--- src/rtl/stlv_pkg.sv ---
// stlv_pkg: shared types and constants of the subrecord tlv extractor
// depends on nothing; used by stlv_parser and subrecord_tlv_extractor
`default_nettype none

package stlv_pkg;

	localparam int LENGTH_BITS = 24;
	localparam int HDR_BYTES   = 6;
	localparam int ENTRY_MIN   = 12;
	localparam int DATA_W      = 32;

	localparam logic [31:0] KEYWORD_TAG_RESET = 32'h4144_574B;	// "KWDA"
	localparam logic [31:0] ENTRY_TAG_RESET   = 32'h4F4C_564C;	// "LVLO"

	// register indexes
	localparam logic CFG_KEYWORD_TAG = 1'b0;
	localparam logic CFG_ENTRY_TAG   = 1'b1;

	// result kinds
	localparam logic [1:0] KIND_KEYWORD = 2'd0;
	localparam logic [1:0] KIND_ENTRY   = 2'd1;
	localparam logic [1:0] KIND_STATUS  = 2'd2;

	typedef enum logic [1:0] {
		PH_HEADER,
		PH_PAYLOAD,
		PH_DRAIN,
		PH_DONE
	} phase_t;

	typedef enum logic [1:0] {
		MODE_NONE,
		MODE_KEYWORD,
		MODE_ENTRY
	} mode_t;

	typedef struct packed {
		logic [7:0]             data_byte;
		logic [LENGTH_BITS-1:0] record_length;
		logic                   leveled_list_record;
		logic                   record_end;
	} in_word_t;

	typedef struct packed {
		logic [1:0]  result_kind;
		logic [31:0] form_id;
		logic [15:0] entry_level;
		logic [15:0] entry_count;
		logic        overrun_flag;
		logic        trailing_flag;
		logic        last_result;
	} out_word_t;

	// results that one byte gives: an extracted word and/or the end status
	typedef struct packed {
		logic      data_valid;
		out_word_t data_word;
		logic      end_valid;
		out_word_t end_word;
	} parse_res_t;

endpackage

`default_nettype wire

--- src/rtl/stlv_parser.sv ---
// stlv_parser: parse state of one record and its next-state logic
// depends on stlv_pkg
`default_nettype none

module stlv_parser (
	input  wire logic                clk,
	input  wire logic                arst_n,
	input  wire stlv_pkg::in_word_t  item,
	input  wire logic [31:0]         keyword_tag,
	input  wire logic [31:0]         entry_tag,
	input  wire logic                commit,
	output stlv_pkg::parse_res_t     res
);

	localparam int LB = stlv_pkg::LENGTH_BITS;

	logic [LB-1:0]        pos_q, pos_d;
	stlv_pkg::phase_t     phase_q, phase_d;
	logic [47:0]          hdr_q, hdr_d;
	logic [15:0]          rem_q, rem_d;
	logic [15:0]          idx_q, idx_d;
	stlv_pkg::mode_t      mode_q, mode_d;
	logic [31:0]          word_q, word_d;
	logic [63:0]          entry_q, entry_d;
	logic                 ovr_q, ovr_d;

	logic [LB:0]          pos_p1;
	logic [LB:0]          pos_hdr;
	logic [LB+1:0]        sub_end;
	logic [47:0]          hdr_new;
	logic [31:0]          tag;
	logic [15:0]          size;
	logic [7:0]           b;

	always_comb begin
		pos_d   = pos_q;
		phase_d = phase_q;
		hdr_d   = hdr_q;
		rem_d   = rem_q;
		idx_d   = idx_q;
		mode_d  = mode_q;
		word_d  = word_q;
		entry_d = entry_q;
		ovr_d   = ovr_q;
		res     = '0;

		b       = item.data_byte;
		pos_p1  = {1'b0, pos_q} + (LB+1)'(1);
		pos_hdr = {1'b0, pos_q} + (LB+1)'(stlv_pkg::HDR_BYTES);
		hdr_new = {b, hdr_q[47:8]};
		tag     = hdr_new[31:0];
		size    = hdr_new[47:32];
		sub_end = {1'b0, pos_p1} + (LB+2)'(size);

		case (phase_q)
			stlv_pkg::PH_HEADER: begin
				if (idx_q == 16'd0 && pos_q == item.record_length) begin
					phase_d = stlv_pkg::PH_DONE;
				end else if (idx_q == 16'd0 && pos_hdr > {1'b0, item.record_length}) begin
					phase_d = stlv_pkg::PH_DRAIN;	// too few bytes left for a header
				end else begin
					hdr_d = hdr_new;
					idx_d = idx_q + 16'd1;
					if (idx_q >= 16'(stlv_pkg::HDR_BYTES - 1)) begin
						idx_d = '0;
						hdr_d = '0;
						if (sub_end > (LB+2)'(item.record_length)) begin
							ovr_d   = 1'b1;
							phase_d = (pos_p1 == {1'b0, item.record_length}) ?
								stlv_pkg::PH_DONE : stlv_pkg::PH_DRAIN;
						end else begin
							mode_d = stlv_pkg::MODE_NONE;
							if (item.leveled_list_record) begin
								if (tag == entry_tag && size >= 16'(stlv_pkg::ENTRY_MIN))
									mode_d = stlv_pkg::MODE_ENTRY;
							end else if (tag == keyword_tag && size[1:0] == 2'b00) begin
								mode_d = stlv_pkg::MODE_KEYWORD;
							end
							if (size == 16'd0) begin
								mode_d  = stlv_pkg::MODE_NONE;
								phase_d = (pos_p1 == {1'b0, item.record_length}) ?
									stlv_pkg::PH_DONE : stlv_pkg::PH_HEADER;
							end else begin
								phase_d = stlv_pkg::PH_PAYLOAD;
								rem_d   = size;
								word_d  = '0;
								entry_d = '0;
							end
						end
					end
				end
			end
			stlv_pkg::PH_PAYLOAD: begin
				if (mode_q == stlv_pkg::MODE_KEYWORD) begin
					word_d = {b, word_q[31:8]};
					if (idx_q[1:0] == 2'b11) begin
						res.data_valid               = 1'b1;
						res.data_word.result_kind    = stlv_pkg::KIND_KEYWORD;
						res.data_word.form_id        = word_d;
					end
				end else if (mode_q == stlv_pkg::MODE_ENTRY) begin
					// form id and level from bytes 0..5, count from bytes 8..9
					for (int k = 0; k < 6; k++) begin
						if (idx_q == 16'(k))
							entry_d[8*k +: 8] = b;
					end
					if (idx_q == 16'd8)
						entry_d[55:48] = b;
					if (idx_q == 16'd9)
						entry_d[63:56] = b;
					if (idx_q == 16'(stlv_pkg::ENTRY_MIN - 1)) begin
						res.data_valid            = 1'b1;
						res.data_word.result_kind = stlv_pkg::KIND_ENTRY;
						res.data_word.form_id     = entry_q[31:0];
						res.data_word.entry_level = entry_q[47:32];
						res.data_word.entry_count = entry_q[63:48];
					end
				end
				idx_d = idx_q + 16'd1;
				rem_d = rem_q - 16'd1;
				if (rem_d == 16'd0) begin
					idx_d   = '0;
					mode_d  = stlv_pkg::MODE_NONE;
					phase_d = (pos_p1 == {1'b0, item.record_length}) ?
						stlv_pkg::PH_DONE : stlv_pkg::PH_HEADER;
				end
			end
			default: begin
			end
		endcase

		pos_d = pos_p1[LB-1:0];

		if (item.record_end) begin
			res.end_valid              = 1'b1;
			res.end_word.result_kind   = stlv_pkg::KIND_STATUS;
			res.end_word.overrun_flag  = ovr_d;
			res.end_word.trailing_flag = (phase_d != stlv_pkg::PH_DONE);
			res.end_word.last_result   = 1'b1;
			pos_d   = '0;
			phase_d = stlv_pkg::PH_HEADER;
			hdr_d   = '0;
			rem_d   = '0;
			idx_d   = '0;
			mode_d  = stlv_pkg::MODE_NONE;
			word_d  = '0;
			entry_d = '0;
			ovr_d   = 1'b0;
		end
	end

	always_ff @(posedge clk or negedge arst_n) begin
		if (!arst_n) begin
			pos_q   <= '0;
			phase_q <= stlv_pkg::PH_HEADER;
			hdr_q   <= '0;
			rem_q   <= '0;
			idx_q   <= '0;
			mode_q  <= stlv_pkg::MODE_NONE;
			word_q  <= '0;
			entry_q <= '0;
			ovr_q   <= 1'b0;
		end else if (commit) begin
			pos_q   <= pos_d;
			phase_q <= phase_d;
			hdr_q   <= hdr_d;
			rem_q   <= rem_d;
			idx_q   <= idx_d;
			mode_q  <= mode_d;
			word_q  <= word_d;
			entry_q <= entry_d;
			ovr_q   <= ovr_d;
		end
	end

endmodule

`default_nettype wire

--- src/rtl/subrecord_tlv_extractor.sv ---
// subrecord_tlv_extractor: top level, input register, result sequencing, registers
// depends on stlv_pkg and stlv_parser
//
// channel   direction  handshake              word
// in        input      in_valid / in_ready    stlv_pkg::in_word_t, one payload byte
// out       output     out_valid / out_ready  stlv_pkg::out_word_t, one result
// cfg       input      cfg_we                 cfg_index selects tag, cfg_wdata value
//
// a byte is registered on acceptance and parsed in the following cycle; its
// result is loaded into the output register once that register is free
// throughput is one byte per cycle while no result waits; a byte that gives both an
// extracted word and the end status holds the input register until both have gone out
// bytes that give no result pass even while the output register is stalled
// reset clears the parse state and restores both tags to their defaults
`default_nettype none

module subrecord_tlv_extractor (
	input  wire logic                 clk,
	input  wire logic                 arst_n,
	input  wire logic                 in_valid,
	output      logic                 in_ready,
	input  wire stlv_pkg::in_word_t   in_data,
	output      logic                 out_valid,
	input  wire logic                 out_ready,
	output      stlv_pkg::out_word_t  out_data,
	input  wire logic                 cfg_we,
	input  wire logic                 cfg_index,
	input  wire logic [stlv_pkg::DATA_W-1:0] cfg_wdata
);

	// configuration registers
	logic [31:0] keyword_tag_q;
	logic [31:0] entry_tag_q;

	// input register
	logic                s1_valid_q;
	stlv_pkg::in_word_t  item_s1;

	// set once the first of two results from the held byte has gone out
	logic                half_q;
	logic                half_d;

	// output register
	logic                out_valid_q;
	stlv_pkg::out_word_t out_q;

	stlv_pkg::parse_res_t res;
	logic                 out_free;
	logic                 commit;
	logic                 emit;
	stlv_pkg::out_word_t  emit_word;

	stlv_parser u_parser (
		.clk         (clk),
		.arst_n      (arst_n),
		.item        (item_s1),
		.keyword_tag (keyword_tag_q),
		.entry_tag   (entry_tag_q),
		.commit      (commit),
		.res         (res)
	);

	// pick which result of the held byte goes out, and when the byte retires
	always_comb begin
		out_free  = !out_valid_q || out_ready;
		commit    = 1'b0;
		emit      = 1'b0;
		half_d    = half_q;
		emit_word = res.end_word;
		if (s1_valid_q) begin
			if (!res.data_valid && !res.end_valid) begin
				commit = 1'b1;	// nothing to deliver
			end else if (out_free) begin
				emit = 1'b1;
				if (res.data_valid && res.end_valid && !half_q) begin
					// extracted word first, end status once the output register is free again
					emit_word = res.data_word;
					half_d    = 1'b1;
				end else begin
					emit_word = (res.data_valid && !half_q) ? res.data_word : res.end_word;
					commit    = 1'b1;
					half_d    = 1'b0;
				end
			end
		end
	end

	assign in_ready  = !s1_valid_q || commit;
	assign out_valid = out_valid_q;
	assign out_data  = out_q;

	always_ff @(posedge clk or negedge arst_n) begin
		if (!arst_n) begin
			s1_valid_q  <= 1'b0;
			half_q      <= 1'b0;
			out_valid_q <= 1'b0;
		end else begin
			half_q <= half_d;
			if (in_valid && in_ready)
				s1_valid_q <= 1'b1;
			else if (commit)
				s1_valid_q <= 1'b0;
			if (emit)
				out_valid_q <= 1'b1;
			else if (out_ready)
				out_valid_q <= 1'b0;
		end
	end

	// payload registers
	always_ff @(posedge clk) begin
		if (in_valid && in_ready)
			item_s1 <= in_data;
		if (emit)
			out_q <= emit_word;
	end

	// tag registers
	always_ff @(posedge clk or negedge arst_n) begin
		if (!arst_n) begin
			keyword_tag_q <= stlv_pkg::KEYWORD_TAG_RESET;
			entry_tag_q   <= stlv_pkg::ENTRY_TAG_RESET;
		end else if (cfg_we) begin
			case (cfg_index)
				stlv_pkg::CFG_KEYWORD_TAG: keyword_tag_q <= cfg_wdata;
				stlv_pkg::CFG_ENTRY_TAG:   entry_tag_q   <= cfg_wdata;
				default: begin
				end
			endcase
		end
	end

endmodule

`default_nettype wire
--- config.mk ---
export PLATFORM = sky130hd
export DESIGN_NAME = subrecord_tlv_extractor
export DESIGN_NICKNAME = d
export VERILOG_FILES = /design/src/rtl/stlv_pkg.sv /design/src/rtl/stlv_parser.sv /design/src/rtl/subrecord_tlv_extractor.sv
export SDC_FILE = /design/constraint.sdc
export NUM_CORES = 1
export LEC_CHECK = 0
export ABC_CLOCK_PERIOD_IN_PS = 6200
export BUFFER_PORTS_ARGS = -buffer_cell sky130_fd_sc_hd__buf_2
export CELL_PAD_IN_SITES_DETAIL_PLACEMENT = 1
export CELL_PAD_IN_SITES_GLOBAL_PLACEMENT = 2
export CORE_MARGIN = 4
export CORE_UTILIZATION = 25
export DETAILED_ROUTE_END_ITERATION = 6
export PLACE_DENSITY = 0.64
export RECOVER_POWER = 50
export SYNTH_ARGS = -nofsm -noshare
export SYNTH_HDL_FRONTEND = slang
export SYNTH_SLANG_ARGS = --single-unit
--- constraint.sdc ---
create_clock -name clk -period 6.2 [get_ports clk]
set_clock_uncertainty 0.1 [all_clocks]
set_input_delay 1.86 -clock clk [delete_from_list [all_inputs] [get_ports clk]]
set_output_delay 1.86 -clock clk [all_outputs]
set_load 0.02 [all_outputs]
Word-level counts from Yosys, hierarchy flattened
Cells that the tools add are included.

$add $sub $neg: 5. Bitwise gates (word level): 4. Reductions and logical operators: 42. Muxes and demuxes: 96. Order comparisons: 4. Equal/unequal tests: 36.

Operator list (count): two-way mux 64 bit (8); two-way mux 69 bit (5); two-way mux 32 bit (8); two-way mux 48 bit (5); two-way mux 67 bit (3); two-way mux 16 bit (11); case mux 64 bit (2 select lines) (1); AND reduction 10 bit (8); two-way mux 35 bit (2); == test 32 bit (2); two-way mux 8 bit (8); case mux 16 bit (2 select lines) (2); case mux 32 bit (2 select lines) (1); == test 16 x 4 -> 1 bit (second input constant) (3); zero test 16 bit (3); inequality test 3 x 2 -> 1 bit (second input constant) (12); two-way mux 2 bit (17); == test 16 x 2 -> 1 bit (second input constant) (2); == test 16 x 3 -> 1 bit (second input constant) (2); adder 25 x 16 -> 26 bit (1); > comparator 26 x 24 -> 1 bit (1); adder 24 x 1 -> 25 bit (second input constant) (1); adder 24 x 3 -> 25 bit (second input constant) (1); == test 25 x 24 -> 1 bit (1); 28 further kinds (79).

Flip-flop bits (word level): 375. Word-level logic and storage cells: 219. Output and inout port bits: 71.

Depth between registers and ports, before layout
Word-level depth: 16. Depth in mapped cells: 29. Depth with buffers taken out: 25.

By module
A second synthesis with hierarchy kept.

Cell total of the unflattened synthesis: 1948. Area total of the unflattened synthesis: 20741.1 µm².

Modules (own cells, without submodules): stlv_parser (instances 1, cells each 1614, area each 14202.4 µm²); subrecord_tlv_extractor (instances 1, cells each 334, area each 6538.8 µm²).

Worst setup path after synthesis
OpenSTA, ideal clock, no wires.

Kind: input -> register. Start: input port out_ready. End: register half_q. Arrival: 5.913 ns. Library setup time: 0.328 ns. Slack: -0.140 ns. Cell stages on the path: 5. Path buffers: 1. Cells stage by stage: nand2b_1 clkbuf_1 nand2_1 a21oi_1 o32ai_1.

Longest elaborated chain between the ends: 2.

Ends and longest elaborated chain: from (decl) (RTL line subrecord_tlv_extractor.sv:24) `input wire logic out_ready,`; logical OR 1 bit (RTL line subrecord_tlv_extractor.sv:65) `out_free = !out_valid_q || out_ready;`; AND reduction 3 bit (no source line); to (signal assigned) (RTL line subrecord_tlv_extractor.sv:98) `half_q <= half_d;`; to (decl) (RTL line subrecord_tlv_extractor.sv:40) `logic half_q;`.

Every way passes these cells. A chain may end at the register's enable or synchronous reset.

Worst setup path after layout
Start: register u_parser.pos_q[5]. End: register u_parser.rem_q[4].

Longest elaborated chain between the ends: 5. Elaborated cells on any way between the ends: 12. Those cells by class: 3 x add/sub; 2 x order compare; 4 x eq/ne; 3 x reduce/logical.

Ends and longest elaborated chain: from (decl) (RTL line stlv_parser.sv:17) `logic [LB-1:0] pos_q, pos_d;`; from (signal assigned) (RTL line stlv_parser.sv:164) `pos_q <= pos_d;`; adder 24 x 1 -> 25 bit or adder 24 x 3 -> 25 bit (tied branches) (RTL line stlv_parser.sv:48, stlv_parser.sv:49); adder 25 x 16 -> 26 bit or > comparator 25 x 24 -> 1 bit (tied branches) (RTL line stlv_parser.sv:53, stlv_parser.sv:59); > comparator 26 x 24 -> 1 bit or logical AND 1 bit (tied branches) (RTL line stlv_parser.sv:67, stlv_parser.sv:59); inequality test 3 bit (no source line); AND reduction 7 bit (no source line) *; to (signal assigned) (RTL line stlv_parser.sv:167) `rem_q <= rem_d;`; to (decl) (RTL line stlv_parser.sv:20) `logic [15:0] rem_q, rem_d;`.

Mark *: on every way between the ends. The rest lies on a longest branch, timed or not.

==> impl_metrics.py <==
metrics = {
    "synthesis": {
        "syn_avg_cell_area_um2": 10.88,
        "syn_inst": 1754,
        "dominantRegCellSynth": "dfrtp_1",
        "yosys_warnings": 0,
        "syn-num-nets": 1903,
        "synthDistinctLibCells": 81,
        "syn_area_um2": 19090,
        "synth_seq_cells": 358,
        "synth-seq-area-share_pct": 49.79,
        "async_reset_ff_share_pct": 71.51,
        "synth_edf_count": 102,
    },
    "clock_network": {
        "cts-root-buf": "clkbuf_16",
        "cts_tree": "built",
        "numCtsBuffers": 44,
        "cts_sinks": 358,
        "cts.hold.buffers_added": 0,
        "cts_buffer_depth": 3,
        "clk-insertion-delay-late_ns": 0.59,
        "htree_levels": 2,
        "clk_pin_slew_ns": 0.06,
    },
    "floorplan": {
        "coreArea_um2": 75820,
        "die_area_um2": 80840,
        "start_util_pct": 25.18,
        "placementRows": 101,
        "die_h_um": 284.3,
        "dieWidth_um": 284.3,
        "io-pin-count": 143,
    },
    "power_and_ir_drop": {
        "vdd_drop_max_mv": 0.1872,
        "swShare_pct": 30.94,
        "power_w": 0.006858,
        "internal_power_w": 0.004736,
        "clockPowerShare_pct": 38.5,
        "leakagePower_nw": 9.774,
        "seqPwrFrac_pct": 41.1,
        "p_per_area_nw_per_um2": 299.8,
        "netSwitchingPower_w": 0.002122,
        "combPwrFrac_pct": 20.4,
    },
    "final_layout": {
        "area_growth_pct": 19.83,
        "final_cell_mix": "dfrtp_1 (228), a22o_1 (136), buf_2 (135)",
        "nFillCells": 8540,
        "diodes": 0,
        "design_area_um2": 22880,
        "drive_above_1_share_pct": 22.42,
        "layout.nets": 2080,
        "final_common_cell": "dfrtp_1",
    },
    "setup_path": {
        "cpMaxStageDelayCell": "or4_1",
        "critPathMostFrequentCell": "buf_4",
        "critPathBufInv": 5,
        "cpPeakStageDelay_ns": 0.60,
        "crit_family": "simple AND/OR/NAND/NOR gates",
        "critPathLaunchType": "register",
        "r2r_start": "u_parser.pos_q[5]",
        "critPathCaptureType": "register",
        "crit_type": "register to register",
        "startpoint": "u_parser.pos_q[5]",
        "required_ns": 6.54,
        "crit_arrival_ns": 6.17,
        "worstPathMaxFanout": 14,
    },
    "sta": {
        "setup_viol": 0,
        "worst_slew_pin_slew_ns": 2.770,
        "fin_crit_sh_pct": 94.03,
        "maxSlewViolCount": 365,
        "hold_viol": 0,
        "fmax_ghz": 0.1715,
        "post-route-min-period_ns": 5.830,
        "slew_headroom_pct": -84.66,
    },
    "placed_design": {
        "place_congestion": 0.8537,
        "port_buffers": 142,
        "hpwlAfterDp_um": 46850,
        "placed_area_um2": 21330,
    },
    "global_route": {
        "grt_pass1_wl_um": 97680,
        "grtUsageTotal_pct": 15.39,
        "grt_pass1_vias": 15417,
        "overflow": 0,
        "antenna_found_initial": 2,
        "grt_max_degree": 103,
    },
    "routing": {
        "via_per_inst": 5.003,
        "drtIter0Drc": 907,
        "ant_nets": 0,
        "vias": 14735,
        "wirelength_um": 63560,
        "route.detailed.drc": 0,
        "drt_pass1_iterations": 5,
        "wl_per_cell_um": 21.58,
    },
    "run": {
        "drv_cap": 8,
    },
    "status": {
        "status": "finished with violations",
        "violations": "max-capacitance violations, max-slew violations",
    },
    "hold_path": {
        "hp-start": "u_parser.entry_q[43]",
        "hold_class": "register to register",
    },
}
[power by group through the flow]
stage | registers, W | clock network [W] | logic (W)
after global routing | 0.00285 | 0.00282 | 0.00155
final | 0.00282 | 0.00264 | 0.00140
after global placement | 0.00285 | 0 | 0.00136
after floorplan | 0.00281 | 0 | 0.000903
after CTS | 0.00282 | 0.00272 | 0.00139
after detailed placement | 0.00286 | 0 | 0.00139
[worst register-to-register path: stages, from the launching register on]
cell and delay (ns):
dfrtp_1 0.46, nand3_1 0.19, or4_1 0.60, buf_4 0.21, xnor2_1 0.27, ha_1 0.29
a21oi_1 0.09, o21bai_1 0.16, or3_1 0.17, o21ai_1 0.09, or3_1 0.44, nor3_2 0.22
buf_4 0.14, xnor2_1 0.07, ha_1 0.33, nand4_1 0.18, nor3_2 0.22, buf_4 0.15
o221ai_1 0.16, a21oi_2 0.27, nor4b_4 0.08, o21ai_2 0.21, buf_12 0.18, nand2b_1 0.17
buf_12 0.17, o21ai_0 0.09
[metrics by stage]
step | std cells | utilization (%) | setup TNS, ns | setup slack, ns | hold WS (ns)
2_1_floorplan | 1754 | - | 0 | 0.3765 | 0.3643
3_3_place_gp | 2861 | 28.13 | 0 | 0.1431 | 0.3832
3_5_place_dp | 2861 | 28.13 | 0 | 0.0005880 | 0.3885
4_1_cts | 2943 | 30.11 | 0 | 0.006715 | 0.4035
5_1_grt | 2945 | 30.17 | -0.4443 | -0.03588 | 0.4122
6_report | 2945 | 30.17 | 0 | 0.3704 | 0.3994
[final timing paths]
| check | to | slack (ns) | cells past startpoint |
|---|---|---|---|
| setup reg to reg | u_parser.rem_q[4] | 0.37 | 25 |
| min in group asynchronous | keyword_tag_q[13] | 2.01 | 1 |
| hold / removal | u_parser.entry_q[43] | 0.40 | 1 |
| max in group asynchronous | entry_tag_q[1] | 1.17 | 2 |
| setup / recovery | u_parser.rem_q[4] | 0.37 | 25 |
| hold reg to reg | u_parser.entry_q[43] | 0.40 | 1 |
[routing by layer]
metal  routed length, µm  share of wire [%]  track usage, %  up-vias
met2               28650                 45           24.04      339
met4                1561                2.5           4.214        0
met3                2803                4.4           2.542       79
met5                   0                  0               0        -
li1                    -                  -               -     6809
met1               30540                 48           22.08     7508
[synth_stat cells, drive strengths merged, types with 12 or more instances]
master / number / share of area (%)
buf: 38 / 1.1
a21oi: 79 / 2.1
nand3: 29 / 0.76
a21o: 15 / 0.63
clkbuf: 66 / 1.3
dfrtp: 228 / 30
nand2: 98 / 1.9
or2: 12 / 0.39
nor4: 40 / 1.5
o21ai: 77 / 2.0
nor3: 35 / 1.0
a22o: 136 / 6.2
o31ai: 15 / 0.59
nor2: 116 / 2.3
and3: 13 / 0.43
nand2b: 19 / 0.62
edfxtp: 102 / 16
and2: 40 / 1.3
ha: 76 / 5.0
xor2: 93 / 4.3
mux2: 68 / 4.0
a22oi: 35 / 1.4
dfstp: 28 / 3.9
inv: 51 / 1.0
xnor2: 66 / 3.0
or3: 23 / 0.75
nand4: 34 / 1.2
[kinds of logic after synthesis]
kind of cell	Yosys count	synth area share [%]
and+or+nand+nor	497	13.76
AOI/OAI and AO/OA	437	16.48
DFF	358	49.79
xor gates and xnor gates	159	7.295
buffers and inverters	155	3.415
adders and majority gates	77	5.086
muxes	71	4.169
[cell type report]
| class | instances | area (µm²) | area share, % |
|---|---|---|---|
| tap | 978 | 1224 | 5.349 |
| clock inverter | 16 | 190.2 | 0.8314 |
| clock buffer | 66 | 1314 | 5.743 |
| timing repair buffer | 234 | 1401 | 6.126 |
| inverter | 51 | 191.4 | 0.8368 |
| sequential | 358 | 9504 | 41.55 |
| multi-input combinational | 1242 | 9051 | 39.57 |
[what timing repair did]
item                                    CTS  global route
gates resized for setup                   0            20
setup buffers                             0             1
endpoints found under the setup margin    0           110
[sequential cells by signal, indices dropped and copies added (netlist names), 24 cells and up]
name              flops
keyword_tag_q        32
u_parser.word_q      24
u_parser.hdr_q       40
item_s1              34
out_data             68
u_parser.entry_q     64
u_parser.pos_q       24
entry_tag_q          32
(Power assumes the default switching activity.)
